**config.mk**
```make
export PLATFORM = sky130hd
export DESIGN_NAME = aging_score_slot_cache
export DESIGN_NICKNAME = d
export VERILOG_FILES = /design/src/design/asc_pkg.sv /design/src/design/aging_score_slot_cache.sv /design/src/design/asc_ram.sv /design/src/design/asc_ctrl.sv /design/src/design/asc_datapath.sv
export SDC_FILE = /design/constraint.sdc
export NUM_CORES = 2
export LEC_CHECK = 0
export BUFFER_PORTS_ARGS = -buffer_cell sky130_fd_sc_hd__clkbuf_2
export CAP_MARGIN = 0
export CORE_AREA = 2 2 317 319
export CTS_BUF_LIST = sky130_fd_sc_hd__clkbuf_8
export CTS_CLUSTER_DIAMETER = 100
export DETAILED_ROUTE_END_ITERATION = 8
export DIE_AREA = 0 0 319 321
export GPL_ROUTABILITY_DRIVEN = 0
export HOLD_SLACK_MARGIN = 0.06
export MAX_ROUTING_LAYER = met4
export PLACE_DENSITY = 0.76
export SLEW_MARGIN = 15
export SYNTH_ARGS = -nofsm -noshare
export SYNTH_HDL_FRONTEND = slang
export SYNTH_SLANG_ARGS = --single-unit
export TNS_END_PERCENT = 30
```
**constraint.sdc**
```tcl
create_clock -name clock -period 19.5 [get_ports clock]
set_input_delay 2.925 -clock clock [delete_from_list [all_inputs] [get_ports clock]]
set_output_delay 2.925 -clock clock [all_outputs]
set_load 0.02 [all_outputs]
```
**src/design/asc_pkg.sv**
```systemverilog
`default_nettype none

package asc_pkg;

   localparam int ENTRIES  = 16;
   localparam int KEY_BITS = 32;

   // fixed field widths
   localparam int LOOKUP_KEY_W = 32;
   localparam int SLOT_W       = 4;
   localparam int FRESH_W      = 15;
   localparam int SCORE_W      = 16;

   localparam int IDX_W = (ENTRIES > 1) ? $clog2(ENTRIES) : 1;
   localparam int CNT_W = $clog2(ENTRIES + 1);
   localparam int KEY_W = (KEY_BITS < LOOKUP_KEY_W) ? KEY_BITS : LOOKUP_KEY_W;

   localparam logic signed [SCORE_W-1:0] SCORE_MAX   = 16'sh7fff;
   localparam logic signed [SCORE_W-1:0] SCORE_MIN   = 16'sh8000;
   localparam logic        [FRESH_W-1:0] FRESH_RESET = 15'd100;

   // request codes
   localparam logic REQ_LOOKUP = 1'b0;
   localparam logic REQ_TICK   = 1'b1;

   typedef struct packed {
      logic                    req_type;
      logic [LOOKUP_KEY_W-1:0] lookup_key;
   } req_payload_type;

   typedef struct packed {
      logic [SLOT_W-1:0] slot_index;
      logic              hit;
   } rsp_payload_type;

   typedef enum logic {
      ST_IDLE,
      ST_SCAN
   } state_type;

   typedef struct packed {
      logic tick;
      logic begin_scan;
      logic scan;
      logic commit_hit;
      logic commit_miss;
   } cmd_type;

   typedef struct packed {
      logic match;
      logic last;
   } status_type;

endpackage

`default_nettype wire

```
**src/design/aging_score_slot_cache.sv**
```systemverilog
`default_nettype none

// Fully associative cache of ENTRIES slots (16 here) with use scores. A lookup
// transfer (start high while busy is low) ends after the last slot is compared,
// or earlier when the key hits: the key store is one RAM with a single read
// port, scanned one slot per cycle while the lowest score is tracked
// alongside. An aging tick lowers every score by one (saturating) and yields
// no result; start may be raised again in the very next cycle. Each result
// sits on rsp_data for exactly one cycle, marked by rsp_valid, and cannot be
// held off: the receiver must take it then. busy is low again in the cycle
// the result shows, so a new request can be taken alongside it. fresh_score
// resets to 100 and should be written only while the cache is idle. After
// reset all slots are invalid with score 0; no clearing pass is needed.
module aging_score_slot_cache (
   input  wire logic                           clock,
   input  wire logic                           reset,
   // request channel
   input  wire logic                           start,
   output logic                                busy,
   input  wire asc_pkg::req_payload_type       req_data,
   // result channel
   output logic                                rsp_valid,
   output asc_pkg::rsp_payload_type            rsp_data,
   // fresh_score register
   input  wire logic                           csr_we,
   input  wire logic [asc_pkg::FRESH_W-1:0]    csr_wdata
);

   asc_pkg::cmd_type    cmd;
   asc_pkg::status_type status;

   // Controller: idle / scan sequencing, decides hit or replacement.
   asc_ctrl u_ctrl (
      .clock       (clock),
      .reset       (reset),
      .start       (start),
      .req_is_tick (req_data.req_type == asc_pkg::REQ_TICK),
      .status      (status),
      .cmd         (cmd),
      .busy        (busy)
   );

   // Datapath: key RAM, valid bits, scores, minimum tracker and result register.
   asc_datapath u_datapath (
      .clock      (clock),
      .reset      (reset),
      .cmd        (cmd),
      .lookup_key (req_data.lookup_key),
      .csr_we     (csr_we),
      .csr_wdata  (csr_wdata),
      .status     (status),
      .rsp_valid  (rsp_valid),
      .rsp_data   (rsp_data)
   );

endmodule

`default_nettype wire

```
**src/design/asc_ram.sv**
```systemverilog
`default_nettype none

module asc_ram #(
   parameter int WIDTH = 32,
   parameter int DEPTH = 16
) (
   input  wire logic                             clock,
   input  wire logic                             wr_en,
   input  wire logic [$clog2(DEPTH > 1 ? DEPTH : 2)-1:0] wr_addr,
   input  wire logic [WIDTH-1:0]                 wr_data,
   input  wire logic                             rd_en,
   input  wire logic [$clog2(DEPTH > 1 ? DEPTH : 2)-1:0] rd_addr,
   output logic      [WIDTH-1:0]                 rd_data
);

   logic [WIDTH-1:0] mem_ff [DEPTH];
   logic [WIDTH-1:0] rd_data_ff;

   always_ff @(posedge clock) begin
      if (wr_en) begin
         mem_ff[wr_addr] <= wr_data;
      end
      if (rd_en) begin
         rd_data_ff <= mem_ff[rd_addr];
      end
   end

   assign rd_data = rd_data_ff;

endmodule

`default_nettype wire

```
**src/design/asc_ctrl.sv**
```systemverilog
`default_nettype none

module asc_ctrl (
   input  wire logic                clock,
   input  wire logic                reset,
   input  wire logic                start,
   input  wire logic                req_is_tick,
   input  wire asc_pkg::status_type status,
   output asc_pkg::cmd_type         cmd,
   output logic                     busy
);

   asc_pkg::state_type state_ff, state_in;

   always_ff @(posedge clock) begin
      if (reset) begin
         state_ff <= asc_pkg::ST_IDLE;
      end else begin
         state_ff <= state_in;
      end
   end

   // next state
   always_comb begin
      state_in = state_ff;
      case (state_ff)
         asc_pkg::ST_IDLE: begin
            if (start && !req_is_tick) begin
               state_in = asc_pkg::ST_SCAN;
            end
         end
         asc_pkg::ST_SCAN: begin
            if (status.match || status.last) begin
               state_in = asc_pkg::ST_IDLE;
            end
         end
         default: state_in = asc_pkg::ST_IDLE;
      endcase
   end

   // outputs
   always_comb begin
      cmd  = '0;
      busy = 1'b0;
      case (state_ff)
         asc_pkg::ST_IDLE: begin
            cmd.tick       = start && req_is_tick;
            cmd.begin_scan = start && !req_is_tick;
         end
         asc_pkg::ST_SCAN: begin
            busy            = 1'b1;
            cmd.scan        = 1'b1;
            cmd.commit_hit  = status.match;
            cmd.commit_miss = !status.match && status.last;
         end
         default: begin
            busy = 1'b0;
         end
      endcase
   end

endmodule

`default_nettype wire

```
**src/design/asc_datapath.sv**
```systemverilog
`default_nettype none

module asc_datapath (
   input  wire logic                                  clock,
   input  wire logic                                  reset,
   input  wire asc_pkg::cmd_type                      cmd,
   input  wire logic [asc_pkg::LOOKUP_KEY_W-1:0]      lookup_key,
   input  wire logic                                  csr_we,
   input  wire logic [asc_pkg::FRESH_W-1:0]           csr_wdata,
   output asc_pkg::status_type                        status,
   output logic                                       rsp_valid,
   output asc_pkg::rsp_payload_type                   rsp_data
);

   localparam int IDX_W = asc_pkg::IDX_W;
   localparam int CNT_W = asc_pkg::CNT_W;
   localparam int KEY_W = asc_pkg::KEY_W;

   logic [KEY_W-1:0]                   key_ff, key_in;
   logic [CNT_W-1:0]                   cnt_ff, cnt_in;
   logic                               cmp_live_ff, cmp_live_in;
   logic [IDX_W-1:0]                   cmp_idx_ff, cmp_idx_in;
   logic signed [asc_pkg::SCORE_W-1:0] min_score_ff, min_score_in;
   logic [IDX_W-1:0]                   min_idx_ff, min_idx_in;
   logic                               valid_ff [asc_pkg::ENTRIES];
   logic                               valid_in [asc_pkg::ENTRIES];
   logic signed [asc_pkg::SCORE_W-1:0] score_ff [asc_pkg::ENTRIES];
   logic signed [asc_pkg::SCORE_W-1:0] score_in [asc_pkg::ENTRIES];
   logic [asc_pkg::FRESH_W-1:0]        fresh_ff, fresh_in;
   logic                               rsp_valid_ff, rsp_valid_in;
   asc_pkg::rsp_payload_type           rsp_data_ff, rsp_data_in;

   logic                               issue;
   logic [IDX_W-1:0]                   rd_addr;
   logic [KEY_W-1:0]                   rd_key;
   logic signed [asc_pkg::SCORE_W-1:0] cur_score;
   logic                               take;
   logic [IDX_W-1:0]                   victim;

   assign issue   = cmd.scan && (cnt_ff < CNT_W'(asc_pkg::ENTRIES));
   assign rd_addr = cnt_ff[IDX_W-1:0];

   asc_ram #(
      .WIDTH (KEY_W),
      .DEPTH (asc_pkg::ENTRIES)
   ) u_key_ram (
      .clock   (clock),
      .wr_en   (cmd.commit_miss),
      .wr_addr (victim),
      .wr_data (key_ff),
      .rd_en   (issue),
      .rd_addr (rd_addr),
      .rd_data (rd_key)
   );

   // compare stage works on the slot read last cycle
   assign cur_score     = score_ff[cmp_idx_ff];
   assign take          = (cmp_idx_ff == '0) || (cur_score < min_score_ff);
   assign victim        = take ? cmp_idx_ff : min_idx_ff;
   assign status.match = cmp_live_ff && valid_ff[cmp_idx_ff] && (rd_key == key_ff);
   assign status.last  = cmp_live_ff && (cmp_idx_ff == IDX_W'(asc_pkg::ENTRIES - 1));

   always_comb begin
      key_in       = cmd.begin_scan ? lookup_key[KEY_W-1:0] : key_ff;
      cnt_in       = cmd.begin_scan ? '0 : (issue ? cnt_ff + 1'b1 : cnt_ff);
      cmp_live_in  = issue;
      cmp_idx_in   = issue ? rd_addr : cmp_idx_ff;
      min_score_in = min_score_ff;
      min_idx_in   = min_idx_ff;
      if (cmd.scan && cmp_live_ff) begin
         min_score_in = take ? cur_score : min_score_ff;
         min_idx_in   = victim;
      end
      fresh_in = csr_we ? csr_wdata : fresh_ff;

      for (int i = 0; i < asc_pkg::ENTRIES; i++) begin
         valid_in[i] = valid_ff[i];
         score_in[i] = score_ff[i];
         if (cmd.tick && (score_ff[i] != asc_pkg::SCORE_MIN)) begin
            score_in[i] = score_ff[i] - 16'sd1;
         end
         if (cmd.commit_hit && (cmp_idx_ff == IDX_W'(i))
             && (score_ff[i] != asc_pkg::SCORE_MAX)) begin
            score_in[i] = score_ff[i] + 16'sd1;
         end
         if (cmd.commit_miss && (victim == IDX_W'(i))) begin
            valid_in[i] = 1'b1;
            score_in[i] = $signed({1'b0, fresh_ff});
         end
      end

      rsp_valid_in           = cmd.commit_hit || cmd.commit_miss;
      rsp_data_in.slot_index = asc_pkg::SLOT_W'(cmd.commit_hit ? cmp_idx_ff : victim);
      rsp_data_in.hit        = cmd.commit_hit;
   end

   always_ff @(posedge clock) begin
      if (reset) begin
         cnt_ff       <= '0;
         cmp_live_ff  <= 1'b0;
         fresh_ff     <= asc_pkg::FRESH_RESET;
         rsp_valid_ff <= 1'b0;
         for (int i = 0; i < asc_pkg::ENTRIES; i++) begin
            valid_ff[i] <= 1'b0;
            score_ff[i] <= '0;
         end
      end else begin
         cnt_ff       <= cnt_in;
         cmp_live_ff  <= cmp_live_in;
         fresh_ff     <= fresh_in;
         rsp_valid_ff <= rsp_valid_in;
         for (int i = 0; i < asc_pkg::ENTRIES; i++) begin
            valid_ff[i] <= valid_in[i];
            score_ff[i] <= score_in[i];
         end
      end
   end

   always_ff @(posedge clock) begin
      key_ff       <= key_in;
      cmp_idx_ff   <= cmp_idx_in;
      min_score_ff <= min_score_in;
      min_idx_ff   <= min_idx_in;
      rsp_data_ff  <= rsp_data_in;
   end

   assign rsp_valid = rsp_valid_ff;
   assign rsp_data  = rsp_data_ff;

endmodule

`default_nettype wire

```
## Word-level counts from Yosys, hierarchy flattened

Memories as Yosys holds them, arrays and structs flattened. A register that Yosys moved wholly into a read port is not among the register bits.
Index checks and enable logic that the tools add are counted.

- Add/subtract/negate cells: 33
- $lt $le $gt $ge: 2
- Reductions and logical operators: 97
- Bitwise operators: 33
- Muxes and demuxes: 111
- Eq/ne operators: 79

Operators with widths:

| cell | count |
|---|---|
| two-way mux 16 bit | 64 |
| != test 16 bit, second input constant | 32 |
| adder 16 x 2 -> 16 bit, second input constant | 16 |
| subtractor 16 x 2 -> 16 bit, second input constant | 16 |
| logical AND 1 bit | 72 |
| equality test 4 bit, second input constant | 16 |
| two-way mux 1 bit | 40 |
| AND reduction 2 bit | 17 |
| equality test 32 bit | 1 |
| equality test 4 x 3 -> 1 bit, second input constant | 8 |
| OR 1 bit | 32 |
| equality test 4 x 2 -> 1 bit, second input constant | 4 |
| < comparator 16 bit | 1 |
| two-way mux 4 bit | 4 |
| != test 1 bit, second input constant | 16 |
| equality test 4 x 1 -> 1 bit, second input constant | 2 |
| logical NOT 4 bit | 2 |
| adder 5 x 1 -> 5 bit, second input constant | 1 |
| < comparator 5 bit, second input constant | 1 |
| logical OR 1 bit | 3 |
| two-way mux 3 bit | 1 |
| logical NOT 1 bit | 2 |
| two-way mux 2 bit | 1 |
| one-hot mux 1 bit (2 select lines) | 1 |
| other kinds (2) | 2 |

- Logic and storage cells: 369
- Register bits after elaboration: 84
- Bits of input ports: 52
- Memories: 3
- Memory bits (writable): 784
- Output and inout bits: 7

Memories:

| memory | depth | width | read ports | clocked after Yosys merged registers in | write ports | RTL line | text |
|---|---|---|---|---|---|---|---|
| u_datapath.u_key_ram.mem_ff | 16 | 32 | 1 | 1 | 1 | asc_ram.sv:16 | `logic [WIDTH-1:0] mem_ff [DEPTH];` |
| u_datapath.score_ff | 16 | 16 | 17 | 1 | 16 | asc_datapath.sv:27 | `logic signed [asc_pkg::SCORE_W-1:0] score_ff [asc_pkg::ENTRIES];` |
| u_datapath.valid_ff | 16 | 1 | 1 | 1 | 16 | asc_datapath.sv:25 | `logic valid_ff [asc_pkg::ENTRIES];` |

## Logic depth before layout (Yosys ltp)

- Depth in word-level cells: 10
- Mapped depth: 19
- Mapped depth without buffers: 17

## Cells and area by module

A second synthesis with hierarchy kept.

- Cell total of the unflattened synthesis: 4158
- Area total of the unflattened synthesis: 49832.8 µm²

By module, submodules not included:

| module | area each (µm²) | cells an instance | times used | seq. area each (µm²) |
|---|---|---|---|---|
| asc_datapath | 29573.4 | 3312 | 1 | 7817.5 |
| asc_ram | 20174.3 | 838 | 1 | 16335.7 |
| asc_ctrl | 85.1 | 8 | 1 | 20.0 |

## Worst setup path before layout

No wires, ideal clock.

- Path kind: flip-flop to flip-flop
- Start point: register (tool-made name)
- End point: memory u_datapath.u_key_ram.mem_ff[9][0] (enable)
- Required time: 18.985 ns
- Stages on the path, launching flop included: 13
- Buffers on the path: 4
- Data arrival time: 7.691 ns
- Path slack: 11.294 ns
- Cell sequence: dfxtp_1 buf_2 buf_1 buf_1 mux4_2 mux4_2 ha_1 or4b_1 a311oi_2 mux2_2 buf_6 mux2i_1 nor4b_1

RTL lines:

| element | RTL line |
|---|---|
| end: declaration | asc_ram.sv:16 |

==> flow_summary_export.csv <==
group,metric,value,unit
run_status,status,"finished clean",
yosys,synthDominantCellAreaShare,0.371,
floorplanning,core,0.0993,mm²
timing,slew_violations,0,
global_route,grt_antenna_before_repair,6,
pwr,p_leak,18.9,nW
setup_path,path_max_fanout,52,
timing,fin_crit_sh,0.375,
setup_path,crit_type,"reg -> reg",
place,hpwlAfterDp,88800,µm
layout,drive_above_1_share,0.145,
global_route,overflow,0,
layout,register_area,0.0242,mm²
layout,fin_nets,4542,
timing,rsz0062_at_grt,"false",
clock_tree,post_cts_buffers,0,
timing,relSlewSlack,0.132,
global_route,grt_pass1_wl,216000,µm
yosys,syn_avg_cell_area,11.7,µm²
place,postPlaceCellArea,0.0506,mm²
layout,final_cell_area,0.0536,mm²
pwr,p_total,5.36,mW
timing,clock.fmax,137,MHz
yosys,syn_nets,4499,
route,vias_per_cell,6.60,
yosys,synth_cell_type_count,83,
clock_tree,cts_buffer_depth,3,
floorplanning,initial_core_util,0.494,
route,postRouteAntennaNets,0,
floorplanning,ioPinCount,59,
timing,fin_skew,0.0600,ns
yosys,synth_area_leader_cell,"edfxtp_1",
floorplanning,fp-row-count,116,
route,first_pass_iters,6,
timing,hold_viol,0,
yosys,synthCells,4191,
layout,fin_cells,5655,
timing,setup_viol,0,
clock_tree,cts-root-buf,"clkbuf_8",
clock_tree,cts_htree_levels,4,
place,post-place-cells,5381,
timing,setup_tns,0,ns
layout,syn2layout_area_growth,9.28,%
place,io_buffers,58,
pwr,ir_worst_vdd,0.0704,mV
clock_tree,postCtsHoldBufs,0,
floorplanning,dieWidth,319,µm
clock_tree,clock_sinks,904,
route,wire_per_inst,25.0,µm
global_route,grt_pass1_vias,35700,
floorplanning,die-area,0.102,mm²
yosys,ys_seq_area_frac,0.493,
route,drtIter0Drc,4892,
route,routed_wl,142000,µm
clock_tree,clk_pin_slew,0.07,ns
setup_path,r2r_slack,12.19,ns
flow_run,drv_cap,0,
layout,multi_input_area,0.0238,mm²
timing,holdWs,0.476,ns
route,num_vias,37300,
timing,fin_crit,7.31,ns
yosys,synth_edf_count,607,
setup_path,crit_path_end_kind,"register",
global_route,grt_max_degree,102,
pwr,power_per_cell_area,100,mW/mm²
layout,fill_cells,8193,
yosys,netlist_area,0.0491,mm²
yosys,ys_ff_latch,904,
route,drc,0,
clock_tree,cts_resized,0,
setup_path,worstSetupStartpointType,"register",
yosys,synthArstFlopShare,0,
yosys,synthTopCellsByArea,"edfxtp_1 37%, dfxtp_1 12%, mux4_2 11%, ha_1 6.1%, nor2_1 2.9%",
timing,tightest_slew,1.30,ns
clock_tree,clkLatencyLatePin,0.88,ns
setup_path,critPathArrivalTime,8.06,ns
clock_tree,cts_tree,"done",
setup_path,cp.required,20.25,ns
floorplanning,die_y,321,µm
clock_tree,cts_buffers,149,
global_route,grt_usage,0.283,
yosys,ys.flop_type,"edfxtp_1",
worst_hold_path,hold_path_class,"reg -> reg",
yosys,yosys_warnings,0,
[sequential cells by signal (all words and copies together) (netlist names), named ones only]
register	count
u_datapath.u_key_ram.mem_ff	512
u_datapath.score_ff	256
u_datapath.key_ff	32
u_datapath.u_key_ram.rd_data	32
u_datapath.min_score_ff	16
u_datapath.valid_ff	16
u_datapath.fresh_ff	15
u_datapath.cnt_ff	5
u_datapath.rsp_data	5
u_datapath.cmp_idx_ff	4
u_datapath.min_idx_ff	4
u_ctrl.state_ff	1
u_datapath.cmp_live_ff	1
u_datapath.rsp_valid	1
[Yosys cell counts, types with 10 or more instances]
master and count:
inv_1 97, o21a_1 28, nand2b_1 39, xor2_1 91, mux2i_1 62, xnor2_1 122
a21oi_1 217, nor2_1 384, clkbuf_1 147, a31oi_1 40, a22oi_1 34, a211o_1 11
nor3_1 170, edfxtp_1 607, buf_2 25, a221oi_1 32, nand3_1 78, a21o_1 34
nor2b_1 38, ha_1 240, and4_1 10, nand4_1 75, or2_2 10, dfxtp_1 297
o211a_1 12, nand2_1 271, and3_1 48, nor4_1 80, or3_1 47, nor4b_1 12
o21ai_0 170, a211oi_1 150, fa_1 16, mux4_2 245, o211ai_1 33, a41oi_1 10
nand4b_1 19, buf_1 40
[layout by cell type, fill, tap and decap left out, types with 57 or more instances in the layout]
cell / n
nand4_1: 75
xor2_1: 91
a211oi_1: 150
nor2_1: 382
o21ai_0: 170
a21oi_1: 212
edfxtp_1: 607
mux2i_1: 62
mux4_2: 245
nand3_1: 78
clkbuf_8: 164
nor4_1: 79
dfxtp_1: 283
xnor2_1: 122
nor3_1: 170
ha_1: 240
nand2_1: 271
clkbuf_2: 57
inv_1: 141
[metal layers]
metal  global-route usage  part of all wire  vias to the layer above
met2                0.424              0.45                     2322
met5                    -                 0                        -
li1                     -                 -                    16400
met4                0.138             0.057                        0
met3               0.0596              0.11                      519
met1                0.367              0.39                    18000
[cell families after synthesis]
| kind of cell | share of synthesized area |
|---|---|
| AO/OA/AOI/OAI | 0.114 |
| XOR/XNOR | 0.0380 |
| adder cells (fa/ha/maj) | 0.0677 |
| buffers and inverters | 0.0253 |
| flip-flops | 0.493 |
| multiplexers | 0.127 |
| AND/OR/NAND/NOR | 0.135 |
[worst max-delay path, cell delays in order (launching register included)]
cell	delay, ns
dfxtp_4	0.53
buf_4	0.80
mux4_2	0.44
mux4_2	0.35
and4_1	0.85
nand2_1	0.54
nor4_1	0.78
inv_1	0.47
ha_1	0.45
nor2b_1	0.16
o21a_1	0.18
o21ai_0	0.31
a211oi_1	0.16
or3_1	0.43
a41oi_1	0.28
xor2_1	0.17
o211ai_1	0.10
o211a_1	0.15
[area by class of cell]
type | count | area share
diodes | 2 | 0.0000933
clock buffers | 163 | 0.0418
clock inverters | 109 | 0.0138
inverters | 99 | 0.00693
multi-input cells | 2972 | 0.443
flip-flops and latches | 904 | 0.451
well taps | 1298 | 0.0303
repair buffers | 108 | 0.0128
[power by group]
group,switching [mW],total [mW],internal [mW]
Clock,0.834,1.69,0.857
Combinational,0.703,1.34,0.635
Sequential,0.199,2.33,2.13
Total,1.74,5.36,3.63
[through the flow]
stage | utilization | setup slack, ns
2_1_floorplan | - | 11.29
3_3_place_gp | 0.510 | 12.49
3_5_place_dp | 0.510 | 12.32
4_1_cts | 0.540 | 12.28
5_1_grt | 0.540 | 11.71
6_report | 0.540 | 12.19
[path summary, 6_finish.rpt]
check                               from  cells after the start                           to
hold reg to reg   u_datapath.valid_ff[6]                      2       u_datapath.valid_ff[6]
setup reg to reg                register                     17  u_datapath.score_ff[14][14]
setup / recovery                register                     17  u_datapath.score_ff[14][14]
hold / removal    u_datapath.valid_ff[6]                      2       u_datapath.valid_ff[6]
No activity file was read; power rests on OpenSTA's default activity.
